`src/hdl/assert_macros.svh`:
```
// Assertion helpers shared by the RTL. Each use stands on a line of its own.
`ifndef ASSERT_MACROS_SVH
`define ASSERT_MACROS_SVH

// Condition that must hold at every clock edge out of reset.
`define ACRS_ASSERT_ALWAYS(lbl, cond, msg) \
    lbl: assert property (@(posedge clk) disable iff (!rst_n) (cond)) else $error(msg);

// Implication checked in the same cycle.
`define ACRS_ASSERT_IMPLY(lbl, ante, cons, msg) \
    lbl: assert property (@(posedge clk) disable iff (!rst_n) (ante) |-> (cons)) \
        else $error(msg);

`endif

```
`src/hdl/acrs_pkg.sv`:
```
// ----------------------------------------------------------------------------
// acrs_pkg
// Shared types, codes and reset values for the converter readout sequencer.
// ----------------------------------------------------------------------------
package acrs_pkg;

    localparam int MAX_CHANNELS_DEF = 8;
    localparam int SAMPLE_BITS_DEF  = 16;

    localparam int SAMPLE_W   = 16;
    localparam int CHAN_W     = 3;
    localparam int CHCNT_W    = 4;
    localparam int TICK_W     = 16;
    localparam int HALF_W     = 8;
    localparam int COUNT_W    = 32;
    localparam int CFG_IDX_W  = 3;
    localparam int CFG_DATA_W = 16;

    localparam logic [TICK_W-1:0]  CONVERT_PULSE_RST = 16'd10;
    localparam logic [TICK_W-1:0]  BUSY_TIMEOUT_RST  = 16'd10000;
    localparam logic [TICK_W-1:0]  SELECT_SETUP_RST  = 16'd1;
    localparam logic [HALF_W-1:0]  CLOCK_HALF_RST    = 8'd1;
    localparam logic [CHCNT_W-1:0] CHANNELS_RST      = 4'd5;

    localparam logic [COUNT_W-1:0] COUNT_MAX = '1;

    typedef enum logic [2:0] {
        PH_IDLE,
        PH_CONVERT,
        PH_WAIT,
        PH_SETUP,
        PH_HIGH,
        PH_LOW
    } phase_t;

    typedef enum logic [1:0] {
        ST_IDLE    = 2'd0,
        ST_WORKING = 2'd1,
        ST_DONE    = 2'd2,
        ST_TIMEOUT = 2'd3
    } status_t;

    typedef enum logic [CFG_IDX_W-1:0] {
        REG_CONVERT_PULSE = 3'd0,
        REG_BUSY_TIMEOUT  = 3'd1,
        REG_SELECT_SETUP  = 3'd2,
        REG_CLOCK_HALF    = 3'd3,
        REG_CHANNELS      = 3'd4
    } reg_index_t;

    typedef struct packed {
        logic [TICK_W-1:0]  convert_pulse;
        logic [TICK_W-1:0]  busy_timeout;
        logic [TICK_W-1:0]  select_setup;
        logic [HALF_W-1:0]  clock_half;
        logic [CHCNT_W-1:0] channels;
    } cfg_t;

    typedef struct packed {
        logic                       convert_n;
        logic                       select_n;
        logic                       serial_clock;
        logic                       sample_valid;
        logic [CHAN_W-1:0]          channel;
        logic signed [SAMPLE_W-1:0] sample;
        logic                       last_channel;
        status_t                    status;
        logic [COUNT_W-1:0]         errors_seen;
        logic [COUNT_W-1:0]         reads_done;
    } result_t;

endpackage

```
`src/hdl/adc_conversion_readout_sequencer_unit.sv`:
```
// ----------------------------------------------------------------------------
// adc_conversion_readout_sequencer_unit
// Converter readout sequencer: convert pulse, busy wait, serial readout.
// ----------------------------------------------------------------------------
// Usage:
//   Input channel (in_valid/in_ready): one request per tick carrying kind
//   (0 plain tick, 1 start), busy_pin and data_pin as sampled from the pins.
//   Output channel (out_valid/out_ready): exactly one result per request
//   with line levels, sample fields, status and the two counters.
//   Config port (cfg_we/cfg_index/cfg_wdata): write only while idle.
//   Path: a request waits in the input register until the result slot frees,
//   and its result is then loaded into the output register.
//   Throughput: one request per cycle while out_ready stays high; the
//   sequencer state loop closes through the phase/tick update logic.
//   Stall: when the receiver holds out_ready low, the result holds, the
//   input register holds the next request and in_ready drops once both are
//   full; nothing is lost or repeated.
//   Reset: phase idle, counters zero, config registers to their defaults,
//   both channel registers empty.
// ----------------------------------------------------------------------------
`include "assert_macros.svh"

module adc_conversion_readout_sequencer_unit #(
    parameter int MAX_CHANNELS = acrs_pkg::MAX_CHANNELS_DEF,
    parameter int SAMPLE_BITS  = acrs_pkg::SAMPLE_BITS_DEF
) (
    input  logic                                clk,
    input  logic                                rst_n,
    input  logic                                cfg_we,
    input  logic [acrs_pkg::CFG_IDX_W-1:0]      cfg_index,
    input  logic [acrs_pkg::CFG_DATA_W-1:0]     cfg_wdata,
    input  logic                                in_valid,
    output logic                                in_ready,
    input  logic                                kind,
    input  logic                                busy_pin,
    input  logic                                data_pin,
    output logic                                out_valid,
    input  logic                                out_ready,
    output logic                                convert_n,
    output logic                                select_n,
    output logic                                serial_clock,
    output logic                                sample_valid,
    output logic [acrs_pkg::CHAN_W-1:0]         channel,
    output logic signed [acrs_pkg::SAMPLE_W-1:0] sample,
    output logic                                last_channel,
    output logic [1:0]                          status,
    output logic [acrs_pkg::COUNT_W-1:0]        errors_seen,
    output logic [acrs_pkg::COUNT_W-1:0]        reads_done
);
    import acrs_pkg::*;

    cfg_t    cfg;
    result_t step_result;
    result_t held_result;

    // Input register: one request waiting for the sequencer.
    logic    in_full_reg, in_full_next;
    logic    kind_reg, busy_reg, data_reg;
    logic    can_load;
    logic    advance;
    logic    in_take;

    // Move the held request into the sequencer when the result slot frees.
    assign advance      = in_full_reg && can_load;
    assign in_ready     = !in_full_reg || advance;
    assign in_take      = in_valid && in_ready;
    assign in_full_next = in_take || (in_full_reg && !advance);

    always_ff @(posedge clk or negedge rst_n)
    begin
        if (!rst_n)
            in_full_reg <= 1'b0;
        else
            in_full_reg <= in_full_next;
    end

    always_ff @(posedge clk)
    begin
        if (in_take)
        begin
            kind_reg <= kind;
            busy_reg <= busy_pin;
            data_reg <= data_pin;
        end
    end

    acrs_cfg_regs u_cfg (
        .clk       (clk),
        .rst_n     (rst_n),
        .cfg_we    (cfg_we),
        .cfg_index (cfg_index),
        .cfg_wdata (cfg_wdata),
        .cfg       (cfg)
    );

    acrs_core #(
        .MAX_CHANNELS (MAX_CHANNELS),
        .SAMPLE_BITS  (SAMPLE_BITS)
    ) u_core (
        .clk      (clk),
        .rst_n    (rst_n),
        .cfg      (cfg),
        .step     (advance),
        .start    (kind_reg),
        .busy     (busy_reg),
        .data_bit (data_reg),
        .result   (step_result)
    );

    acrs_out_reg u_out (
        .clk        (clk),
        .rst_n      (rst_n),
        .load       (advance),
        .result_in  (step_result),
        .can_load   (can_load),
        .out_valid  (out_valid),
        .out_ready  (out_ready),
        .result_out (held_result)
    );

    // Drive the result fields.
    assign convert_n    = held_result.convert_n;
    assign select_n     = held_result.select_n;
    assign serial_clock = held_result.serial_clock;
    assign sample_valid = held_result.sample_valid;
    assign channel      = held_result.channel;
    assign sample       = held_result.sample;
    assign last_channel = held_result.last_channel;
    assign status       = held_result.status;
    assign errors_seen  = held_result.errors_seen;
    assign reads_done   = held_result.reads_done;

    // A mid-frame sample lands on a falling clock with select still low.
    `ACRS_ASSERT_IMPLY(a_mid_sample_lines, out_valid && sample_valid && !last_channel, !select_n && !serial_clock, "mid-frame sample without select low and clock low")
    // The final sample closes the frame.
    `ACRS_ASSERT_IMPLY(a_last_closes, out_valid && last_channel, sample_valid && select_n && (status == ST_DONE), "final sample does not end the readout")
    // A timeout leaves every line released and carries no sample.
    `ACRS_ASSERT_IMPLY(a_timeout_lines, out_valid && (status == ST_TIMEOUT), convert_n && select_n && !sample_valid, "timeout result with lines or sample active")
    // Convert and select are never low together.
    `ACRS_ASSERT_ALWAYS(a_convert_select, !out_valid || convert_n || select_n, "convert and select low at once")

endmodule

```
`src/hdl/acrs_cfg_regs.sv`:
```
// ----------------------------------------------------------------------------
// acrs_cfg_regs
// Configuration register file, written through a plain write port.
// ----------------------------------------------------------------------------
module acrs_cfg_regs (
    input  logic                               clk,
    input  logic                               rst_n,
    input  logic                               cfg_we,
    input  logic [acrs_pkg::CFG_IDX_W-1:0]     cfg_index,
    input  logic [acrs_pkg::CFG_DATA_W-1:0]    cfg_wdata,
    output acrs_pkg::cfg_t                     cfg
);
    import acrs_pkg::*;

    cfg_t cfg_reg;
    cfg_t cfg_next;

    always_comb
    begin
        cfg_next = cfg_reg;
        if (cfg_we)
        begin
            case (reg_index_t'(cfg_index))
                REG_CONVERT_PULSE: cfg_next.convert_pulse = cfg_wdata;
                REG_BUSY_TIMEOUT:  cfg_next.busy_timeout  = cfg_wdata;
                REG_SELECT_SETUP:  cfg_next.select_setup  = cfg_wdata;
                REG_CLOCK_HALF:    cfg_next.clock_half    = cfg_wdata[HALF_W-1:0];
                REG_CHANNELS:      cfg_next.channels      = cfg_wdata[CHCNT_W-1:0];
                default:           cfg_next = cfg_reg;
            endcase
        end
    end

    always_ff @(posedge clk or negedge rst_n)
    begin
        if (!rst_n)
        begin
            cfg_reg.convert_pulse <= CONVERT_PULSE_RST;
            cfg_reg.busy_timeout  <= BUSY_TIMEOUT_RST;
            cfg_reg.select_setup  <= SELECT_SETUP_RST;
            cfg_reg.clock_half    <= CLOCK_HALF_RST;
            cfg_reg.channels      <= CHANNELS_RST;
        end
        else
        begin
            cfg_reg <= cfg_next;
        end
    end

    assign cfg = cfg_reg;

endmodule

```
`src/hdl/acrs_core.sv`:
```
// ----------------------------------------------------------------------------
// acrs_core
// Sequencer state and one-request update: convert pulse, busy wait, setup,
// serial shift and saturating counters.
// ----------------------------------------------------------------------------
module acrs_core #(
    parameter int MAX_CHANNELS = acrs_pkg::MAX_CHANNELS_DEF,
    parameter int SAMPLE_BITS  = acrs_pkg::SAMPLE_BITS_DEF
) (
    input  logic              clk,
    input  logic              rst_n,
    input  acrs_pkg::cfg_t    cfg,
    input  logic              step,
    input  logic              start,
    input  logic              busy,
    input  logic              data_bit,
    output acrs_pkg::result_t result
);
    import acrs_pkg::*;

    localparam int BIT_W = $clog2(SAMPLE_BITS);
    localparam logic [BIT_W-1:0]   BIT_TOP = BIT_W'(SAMPLE_BITS - 1);
    localparam logic [CHCNT_W-1:0] CH_MAX  = CHCNT_W'(MAX_CHANNELS);

    phase_t                   phase_reg, phase_next;
    logic [TICK_W-1:0]        tick_reg, tick_next;
    logic [BIT_W-1:0]         bit_reg, bit_next;
    logic [CHAN_W-1:0]        chan_reg, chan_next;
    logic [SAMPLE_BITS-1:0]   shift_reg, shift_next;
    logic [COUNT_W-1:0]       timeout_total_reg, timeout_total_next;
    logic [COUNT_W-1:0]       readout_total_reg, readout_total_next;

    logic [TICK_W:0]          tick_inc;
    logic [CHCNT_W-1:0]       used_ch;
    logic [CHCNT_W-1:0]       chan_plus;
    logic [SAMPLE_BITS-1:0]   shift_in;
    logic                     half_done;
    logic                     bit_last;
    logic                     last_hit;
    logic                     sample_fire;
    logic                     last_fire;
    status_t                  status_code;

    assign tick_inc  = {1'b0, tick_reg} + {{TICK_W{1'b0}}, 1'b1};
    assign half_done = tick_reg >= {{(TICK_W - HALF_W){1'b0}}, cfg.clock_half};
    assign bit_last  = bit_reg == '0;
    assign chan_plus = {1'b0, chan_reg} + {{(CHCNT_W - 1){1'b0}}, 1'b1};
    assign last_hit  = chan_plus >= used_ch;
    assign shift_in  = {shift_reg[SAMPLE_BITS-2:0], data_bit};

    // Clamp the channel count into 1..MAX_CHANNELS.
    always_comb
    begin
        if (cfg.channels == '0)
            used_ch = {{(CHCNT_W - 1){1'b0}}, 1'b1};
        else if (cfg.channels > CH_MAX)
            used_ch = CH_MAX;
        else
            used_ch = cfg.channels;
    end

    // Next phase.
    always_comb
    begin
        case (phase_reg)
            PH_IDLE:
                phase_next = start ? PH_CONVERT : PH_IDLE;
            PH_CONVERT:
                phase_next = (tick_reg >= cfg.convert_pulse) ? PH_WAIT : PH_CONVERT;
            PH_WAIT:
                if (!busy)
                    phase_next = (cfg.select_setup == '0) ? PH_HIGH : PH_SETUP;
                else if (tick_inc >= {1'b0, cfg.busy_timeout})
                    phase_next = PH_IDLE;
                else
                    phase_next = PH_WAIT;
            PH_SETUP:
                phase_next = (tick_inc >= {1'b0, cfg.select_setup}) ? PH_HIGH : PH_SETUP;
            PH_HIGH:
                if (!half_done)
                    phase_next = PH_HIGH;
                else if (bit_last && last_hit)
                    phase_next = PH_IDLE;
                else
                    phase_next = PH_LOW;
            PH_LOW:
                phase_next = half_done ? PH_HIGH : PH_LOW;
            default:
                phase_next = PH_IDLE;
        endcase
    end

    // Counters, shift word and per-request flags.
    always_comb
    begin
        tick_next          = tick_reg;
        bit_next           = bit_reg;
        chan_next          = chan_reg;
        shift_next         = shift_reg;
        timeout_total_next = timeout_total_reg;
        readout_total_next = readout_total_reg;
        sample_fire        = 1'b0;
        last_fire          = 1'b0;
        status_code        = ST_WORKING;
        case (phase_reg)
            PH_IDLE:
                if (start)
                begin
                    tick_next  = TICK_W'(1);
                    bit_next   = BIT_TOP;
                    chan_next  = '0;
                    shift_next = '0;
                end
                else
                begin
                    status_code = ST_IDLE;
                end
            PH_CONVERT:
                if (tick_reg >= cfg.convert_pulse)
                    tick_next = '0;
                else
                    tick_next = tick_inc[TICK_W-1:0];
            PH_WAIT:
                if (!busy)
                begin
                    tick_next = (cfg.select_setup == '0) ? TICK_W'(1) : '0;
                end
                else if (tick_inc >= {1'b0, cfg.busy_timeout})
                begin
                    if (timeout_total_reg != COUNT_MAX)
                        timeout_total_next = timeout_total_reg + COUNT_W'(1);
                    tick_next   = '0;
                    status_code = ST_TIMEOUT;
                end
                else
                begin
                    tick_next = tick_inc[TICK_W-1:0];
                end
            PH_SETUP:
                if (tick_inc >= {1'b0, cfg.select_setup})
                    tick_next = TICK_W'(1);
                else
                    tick_next = tick_inc[TICK_W-1:0];
            PH_HIGH:
                if (!half_done)
                begin
                    tick_next = tick_inc[TICK_W-1:0];
                end
                else if (!bit_last)
                begin
                    shift_next = shift_in;
                    bit_next   = bit_reg - BIT_W'(1);
                    tick_next  = TICK_W'(1);
                end
                else
                begin
                    // Falling edge of the final bit: present the word.
                    sample_fire = 1'b1;
                    shift_next  = '0;
                    bit_next    = BIT_TOP;
                    if (last_hit)
                    begin
                        last_fire = 1'b1;
                        if (readout_total_reg != COUNT_MAX)
                            readout_total_next = readout_total_reg + COUNT_W'(1);
                        tick_next   = '0;
                        chan_next   = '0;
                        status_code = ST_DONE;
                    end
                    else
                    begin
                        chan_next = chan_plus[CHAN_W-1:0];
                        tick_next = TICK_W'(1);
                    end
                end
            PH_LOW:
                if (half_done)
                    tick_next = TICK_W'(1);
                else
                    tick_next = tick_inc[TICK_W-1:0];
            default:
            begin
                tick_next   = '0;
                status_code = ST_IDLE;
            end
        endcase
    end

    // Result fields, line levels after this update.
    always_comb
    begin
        result.convert_n    = phase_next != PH_CONVERT;
        result.select_n     = !(phase_next == PH_SETUP || phase_next == PH_HIGH
                                || phase_next == PH_LOW);
        result.serial_clock = phase_next == PH_HIGH;
        result.sample_valid = sample_fire;
        result.channel      = sample_fire ? chan_reg : '0;
        result.sample       = sample_fire ? SAMPLE_W'($signed(shift_in)) : '0;
        result.last_channel = last_fire;
        result.status       = status_code;
        result.errors_seen  = timeout_total_next;
        result.reads_done   = readout_total_next;
    end

    always_ff @(posedge clk or negedge rst_n)
    begin
        if (!rst_n)
        begin
            phase_reg         <= PH_IDLE;
            tick_reg          <= '0;
            bit_reg           <= BIT_TOP;
            chan_reg          <= '0;
            shift_reg         <= '0;
            timeout_total_reg <= '0;
            readout_total_reg <= '0;
        end
        else if (step)
        begin
            phase_reg         <= phase_next;
            tick_reg          <= tick_next;
            bit_reg           <= bit_next;
            chan_reg          <= chan_next;
            shift_reg         <= shift_next;
            timeout_total_reg <= timeout_total_next;
            readout_total_reg <= readout_total_next;
        end
    end

endmodule

```
`src/hdl/acrs_out_reg.sv`:
```
// ----------------------------------------------------------------------------
// acrs_out_reg
// Result register: holds one finished result until the receiver takes it.
// ----------------------------------------------------------------------------
module acrs_out_reg (
    input  logic              clk,
    input  logic              rst_n,
    input  logic              load,
    input  acrs_pkg::result_t result_in,
    output logic              can_load,
    output logic              out_valid,
    input  logic              out_ready,
    output acrs_pkg::result_t result_out
);
    import acrs_pkg::*;

    logic    valid_reg, valid_next;
    result_t data_reg;

    assign can_load   = !valid_reg || out_ready;
    assign valid_next = load || (valid_reg && !out_ready);

    always_ff @(posedge clk or negedge rst_n)
    begin
        if (!rst_n)
            valid_reg <= 1'b0;
        else
            valid_reg <= valid_next;
    end

    always_ff @(posedge clk)
    begin
        if (load)
            data_reg <= result_in;
    end

    assign out_valid  = valid_reg;
    assign result_out = data_reg;

endmodule

```
`config.mk`:
```
export PLATFORM = sky130hd
export DESIGN_NAME = adc_conversion_readout_sequencer_unit
export DESIGN_NICKNAME = d
export VERILOG_FILES = /design/src/hdl/acrs_pkg.sv /design/src/hdl/adc_conversion_readout_sequencer_unit.sv /design/src/hdl/acrs_cfg_regs.sv /design/src/hdl/acrs_core.sv /design/src/hdl/acrs_out_reg.sv
export VERILOG_INCLUDE_DIRS = /design/src /design/src/hdl
export SDC_FILE = /design/constraint.sdc
export NUM_CORES = 1
export LEC_CHECK = 0
export ABC_AREA = 1
export BUFFER_PORTS_ARGS = -buffer_cell sky130_fd_sc_hd__buf_4
export CORE_MARGIN = 5
export CORE_UTILIZATION = 61
export CTS_CLUSTER_DIAMETER = 50
export DETAILED_ROUTE_END_ITERATION = 10
export GPL_ROUTABILITY_DRIVEN = 0
export PLACE_DENSITY = 0.78
export SYNTH_ARGS = -nofsm -noshare
export SYNTH_HDL_FRONTEND = slang
export SYNTH_HIERARCHICAL = 1
export SYNTH_SLANG_ARGS = --single-unit
```
`constraint.sdc`:
```
create_clock -name clk -period 4.4 [get_ports clk]
set_clock_uncertainty 0.15 [all_clocks]
set_input_delay 0 -clock clk [delete_from_list [all_inputs] [get_ports clk]]
set_output_delay 0 -clock clk [all_outputs]
set_load 0.02 [all_outputs]
```
### After elaboration in Yosys (flattened, before gate mapping)

Cells that the tools add are included.

| operators by class | value |
|---|---|
| multiplexer cells | 56 |
| $lt $le $gt $ge | 6 |
| equal/unequal tests | 18 |
| $add $sub $neg | 5 |
| reduce and logical (&&, ||, !) cells | 32 |

Operators with widths:

| operator | number |
|---|---|
| 2-to-1 mux 32 bit | 9 |
| 2-to-1 mux 16 bit | 8 |
| one-hot mux 16 bit (6 select lines) | 1 |
| adder 32 x 1 -> 32 bit, second input constant | 2 |
| != test 32 bit, second input constant | 2 |
| 2-to-1 mux 15 bit | 3 |
| greater-or-equal comparator 17 x 16 -> 1 bit | 2 |
| one-hot mux 15 bit (2 select lines) | 1 |
| 2-to-1 mux 3 bit | 9 |
| 2-to-1 mux 4 bit | 5 |
| one-hot mux 3 bit (6 select lines) | 1 |
| adder 16 x 1 -> 17 bit, second input constant | 1 |
| greater-or-equal comparator 16 bit | 1 |
| greater-or-equal comparator 16 x 8 -> 1 bit | 1 |
| logical NOT 16 bit | 1 |
| equality test 3 x 2 -> 1 bit, second input constant | 5 |
| equality test 3 bit, second input constant | 5 |
| 2-to-1 mux 2 bit | 7 |
| AND reduction 2 bit | 6 |
| 2-to-1 mux 1 bit | 9 |
| logical NOT 4 bit | 2 |
| one-hot mux 2 bit (4 select lines) | 1 |
| one-hot mux 4 bit (2 select lines) | 1 |
| equality test 3 x 1 -> 1 bit, second input constant | 2 |
| 17 further kinds | 32 |

| word-level totals | value |
|---|---|
| bits of input ports | 27 |
| output and inout port bits | 92 |
| bits in registers | 260 |
| logic and storage cells | 144 |

### Logic depth before layout (Yosys ltp)

| logic depth | value |
|---|---|
| depth after elaboration | 12 |
| mapped depth | 25 |
| depth with buffers taken out | 25 |

### Hierarchy

Netlist, hierarchy kept.

By module, submodules not included:

| module | sequential area each (um2) | area each (um2) | instances | cells an instance |
|---|---|---|---|---|
| acrs_core | 2632.5 | 9166.3 | 1 | 1407 |
| acrs_out_reg | 2727.6 | 2747.6 | 1 | 95 |
| acrs_cfg_regs | 1515.2 | 2436.1 | 1 | 271 |
| adc_conversion_readout_sequencer_unit | 115.1 | 142.6 | 1 | 11 |

### Least setup slack after synthesis

OpenSTA, ideal clock, no wires.

| timing | value |
|---|---|
| kind | register -> register |
| start point | register u_out.valid_reg (netlist: u_out/out_valid) |
| end point | register u_core.shift_reg[4] |
| period minus slack after synthesis | 3.986 ns |
| setup slack | 0.414 ns |
| data required time | 4.167 ns |
| setup time | 0.083 ns |
| stages on the path, launching flop included | 13 |
| path buffers | 3 |
| arrival | 3.754 ns |
| path through | dfrtp_1 -> nand2_2 -> nand2_1 -> inv_1 -> buf_2 -> nand2_1 -> inv_1 -> nand2_1 -> nor2_1 -> buf_4 -> buf_2 -> nand3_1 -> o21ai_0 |

| on the way | value |
|---|---|
| cells in the longest elaborated chain, start to end | 4 |

Ends and longest elaborated chain:

| what | line | source |
|---|---|---|
| from (decl) | acrs_out_reg.sv:17 | `logic valid_reg, valid_next;` |
| from (signal assigned) | acrs_out_reg.sv:28 | `valid_reg <= valid_next;` |
| logical NOT 1 bit | acrs_out_reg.sv:20 | `assign can_load = !valid_reg \|\| out_ready;` |
| logical OR 1 bit | acrs_out_reg.sv:20 |  |
| net can_load | adc_conversion_readout_sequencer_unit.sv:59 | `logic can_load;` |
| logical AND 1 bit | adc_conversion_readout_sequencer_unit.sv:64 | `assign advance = in_full_reg && can_load;` |
| net advance | adc_conversion_readout_sequencer_unit.sv:60 | `logic advance;` |
| AND reduction 4 bit (no line) | -- |  |
| to (signal assigned) | acrs_core.sv:223 | `shift_reg <= shift_next;` |
| to (decl) | acrs_core.sv:29 | `logic [SAMPLE_BITS-1:0] shift_reg, shift_next;` |

The timed path passes the listed nets, and every way through them passes these cells.
A chain may end at the register's enable or synchronous reset.

==> impl_metrics.toml <==
[grt]
antenna_found_initial = 0
grt_util_met3_pct = 3.463
grt_max_degree = 98
grt_pass1_wl_mm = 56.17
grt-ovfl-total = 0
met1_usage_pct = 34.93
busiest_layer = "met2"
grt_pass1_vias = 11638
grt_use_total_pct = 25.38
grt_use_met2_pct = 43.06

[synthesis]
synthMuxAreaShare_pct = 0
yosys.area.top_type = "dfrtp_1"
synth-compound-area-share_pct = 4.239
synth-edff-count = 93
yosysTopAreaCellShare_pct = 26.25
synth.area.top_cells = "dfrtp_1 26%, edfxtp_1 19%, nand2_1 15%"
synth_cells = 1784
synthXorXnorAreaFrac_pct = 2.202
synth_top_family_by_area = "simple AND/OR/NAND/NOR gates"
yosys_warnings = 6
synth_cell_types = 50
synth_adder_area_share_pct = 5.612
async_reset_ff_share_pct = 64.23
avgSynthCellArea_um2 = 8.124
synth-simple-area-share_pct = 31.31
ys.flop_type = "dfrtp_1"
syn_area_mm2 = 0.01449
syn_nets = 1876
seq_area_frac_synth_pct = 48.23
synth.ff_latch_count = 260

[worst_setup_path]
critPathCapture = "u_out/result_out[53]$_DFFE_PP_"
cp.required_ns = 4.55
worstPathMaxFanout = 7
crit_top_cell = "nand3_1"
crit_buf_inv = 2
critical_path.startpoint = "u_core/tick_reg[0]$_DFFE_PN0P_"
critical-path-top-delay-family = "simple AND/OR/NAND/NOR gates"
criticalPathCategory = "reg -> reg"
r2r-start = "u_core/tick_reg[0]$_DFFE_PN0P_"
endpoint_kind = "register"
r2r_slack_ns = 0.52
reg2regPathDepth = 19
startpoint_type = "register"
critical_path_arrival_ns = 4.03
cp.depth = 19
crit_path_top_delay_cell = "dfrtp_1"
crit_path_cell_trace = "ha_1 -> nand2_2 -> nor2_4 -> nand3_2 -> nor3_1 -> nand3_1 -> xor2_1 -> inv_1 -> ha_1 -> nand3_1 -> nor3_2 -> inv_1 -> nor2_1 -> nand2_4 -> nand2_4 -> nand2_2 -> nor3_1 -> nand3_1 -> and2_1"
r2r-end = "u_out/result_out[53]$_DFFE_PP_"
cpPeakStageDelay_ns = 0.46

[cells_and_area]
final_common_cell = "nand2_1"
fin_nets = 2033
layout_common_cells = "581 x nand2_1, 243 x inv_1, 160 x nand3_1"
antenna_cells = 0
final_util_pct = 72.78
fill_cells = 1847
area_growth_pct = 17.52
drive_gt1_share_pct = 13.94
largest_register_ffs = 90

[die]
rows = 56
ios = 119
die_h_um = 164.1
die_w_um = 164.1
die_area_mm2 = 0.02694
core_area_mm2 = 0.02340
initial_core_util_pct = 61.93

[clock_tree]
cts_sinks = 260
cts_buffers = 30
clkLatencyLatePin_ns = 0.55
clock_path_buffers = 3
cts_tree = "yes"
ctsResizeCount = 0
cts.reportedPaths.clkPinSlew_ns = 0.06
cts_root_buf = "clkbuf_16"
htree_levels = 1

[worst_hold_path]
hp-class = "in -> async"

[route]
num_vias = 12060
viasPerCell = 5.280
drcViolationCount = 0
wl_per_cell_um = 14.82
routed_wl_mm = 33.85
ant_nets = 0
drt-pass1-iter-count = 8
drt_iter0_drc = 880

[timing]
grt_setup_unrepaired = "false"
finalSetupTns_ns = 0
maxSlewViolCount = 0
hold_violations = 14
worstMarginPinSlew_ns = 1.156
whs_ns = -0.02687
slew_headroom_pct = 22.39
finalCritPeriodShare_pct = 88.20
setup-violations-final = 0
fmax_mhz = 257.7
period_needed_ns = 3.881

[pwr]
p_leak_nw = 8.405
total_power_mw = 7.408
peakVddDrop_mv = 0.3722
power_density_mw_per_mm2 = 435.0

[place]
dpl.hpwl_mm = 23.85
port_buffers = 118

[run_status]
status = "finished, violations left"
violations = "negative hold slack"

[flow_run]
maxCapViolCount = 0
[synth_stat cells (5+ instances only)]
| cell | instances |
|---|---|
| a21oi_1 | 25 |
| and2_1 | 12 |
| buf_2 | 13 |
| buf_4 | 6 |
| buf_6 | 5 |
| clkbuf_1 | 16 |
| dfrtp_1 | 152 |
| dfstp_2 | 15 |
| edfxtp_1 | 93 |
| ha_1 | 65 |
| inv_1 | 244 |
| inv_2 | 10 |
| nand2_1 | 581 |
| nand2_2 | 9 |
| nand2_4 | 5 |
| nand3_1 | 160 |
| nand3b_1 | 7 |
| nand4_1 | 34 |
| nor2_1 | 129 |
| nor2_2 | 16 |
| nor2_4 | 11 |
| nor3_1 | 16 |
| nor3_2 | 6 |
| nor4_1 | 5 |
| o21ai_0 | 63 |
| o21ai_1 | 10 |
| o21bai_1 | 5 |
| xnor2_1 | 9 |
| xor2_1 | 20 |
[metrics by stage]
| stage | hold WS [ns] | setup WS [ns] | instance area [µm²] | std cells |
|---|---|---|---|---|
| 6_report | -0.02687 | 0.5191 | 17030 | 2284 |
| 5_1_grt | 0.02630 | 0.1839 | 17030 | 2284 |
| 4_1_cts | 0.004174 | 0.5358 | 17030 | 2284 |
| 3_5_place_dp | 0.01730 | 0.5543 | 15610 | 2186 |
| 3_3_place_gp | 0.02051 | 0.7255 | 15610 | 2186 |
| 2_1_floorplan | -0.4456 | 0.4136 | 14490 | 1784 |
[worst min-delay path by stage]
stage,slack [ns],endpoint,cells after the start
2_1_floorplan,-0.45,in_full_reg$_DFF_PN0_,0
3_3_place_gp,0.02,u_cfg/cfg[51]$_DFFE_PN0P_,1
3_5_place_dp,0.02,u_cfg/cfg[51]$_DFFE_PN0P_,1
4_1_cts,0.004,u_cfg/cfg[51]$_DFFE_PN0P_,2
5_1_grt,0.03,kind_reg$_DFFE_PP_,2
6_report,-0.03,u_cfg/cfg[51]$_DFFE_PN0P_,2
[area by class of cell]
| type | count | area [µm²] | share of cell area [%] |
|---|---|---|---|
| tap | 319 | 399.1 | 2.344 |
| sequential | 260 | 6990 | 41.04 |
| inverter | 258 | 978.4 | 5.745 |
| timing repair buffer | 169 | 1378 | 8.088 |
| clock buffer | 48 | 920.9 | 5.407 |
| multi-input combinational | 1222 | 6287 | 36.92 |
| clock inverter | 8 | 77.57 | 0.4555 |
[worst reg2reg max path: cells and delay by family, from the launching register on]
kind / cells / cell delay, ns
buffers and inverters: 2 / 0.14
DFF: 1 / 0.46
and+or+nand+nor: 14 / 2.16
xor gates and xnor gates: 1 / 0.18
adders and majority gates: 2 / 0.56
[metal layers]
metal	vias to the layer above	share of wire (%)	wire length [µm]
li1	6008	-	-
met1	5633	43	14680
met2	363	48	16260
met3	56	6.5	2193
met4	0	2.1	722
met5	-	0	0
[report_power, final]
part	switching [mW]	internal (mW)
Combinational	1.17	0.606
Sequential	0.261	2.92
Clock	0.961	1.49
Total	2.39	5.02
[logic make-up after synthesis]
| kind of cell | count (synthesis) |
|---|---|
| buffers and inverters | 302 |
| XOR/XNOR | 33 |
| adder cells (fa/ha/maj) | 65 |
| flip-flops | 260 |
| AO/OA/AOI/OAI | 113 |
| AND/OR/NAND/NOR | 1011 |
[timing repair]
action / CTS / global route
setup buffers: 0 / 0
hold buffers: 42 / 0
hold endpoints to repair: 182 / 0
(Power assumes the default switching activity.)
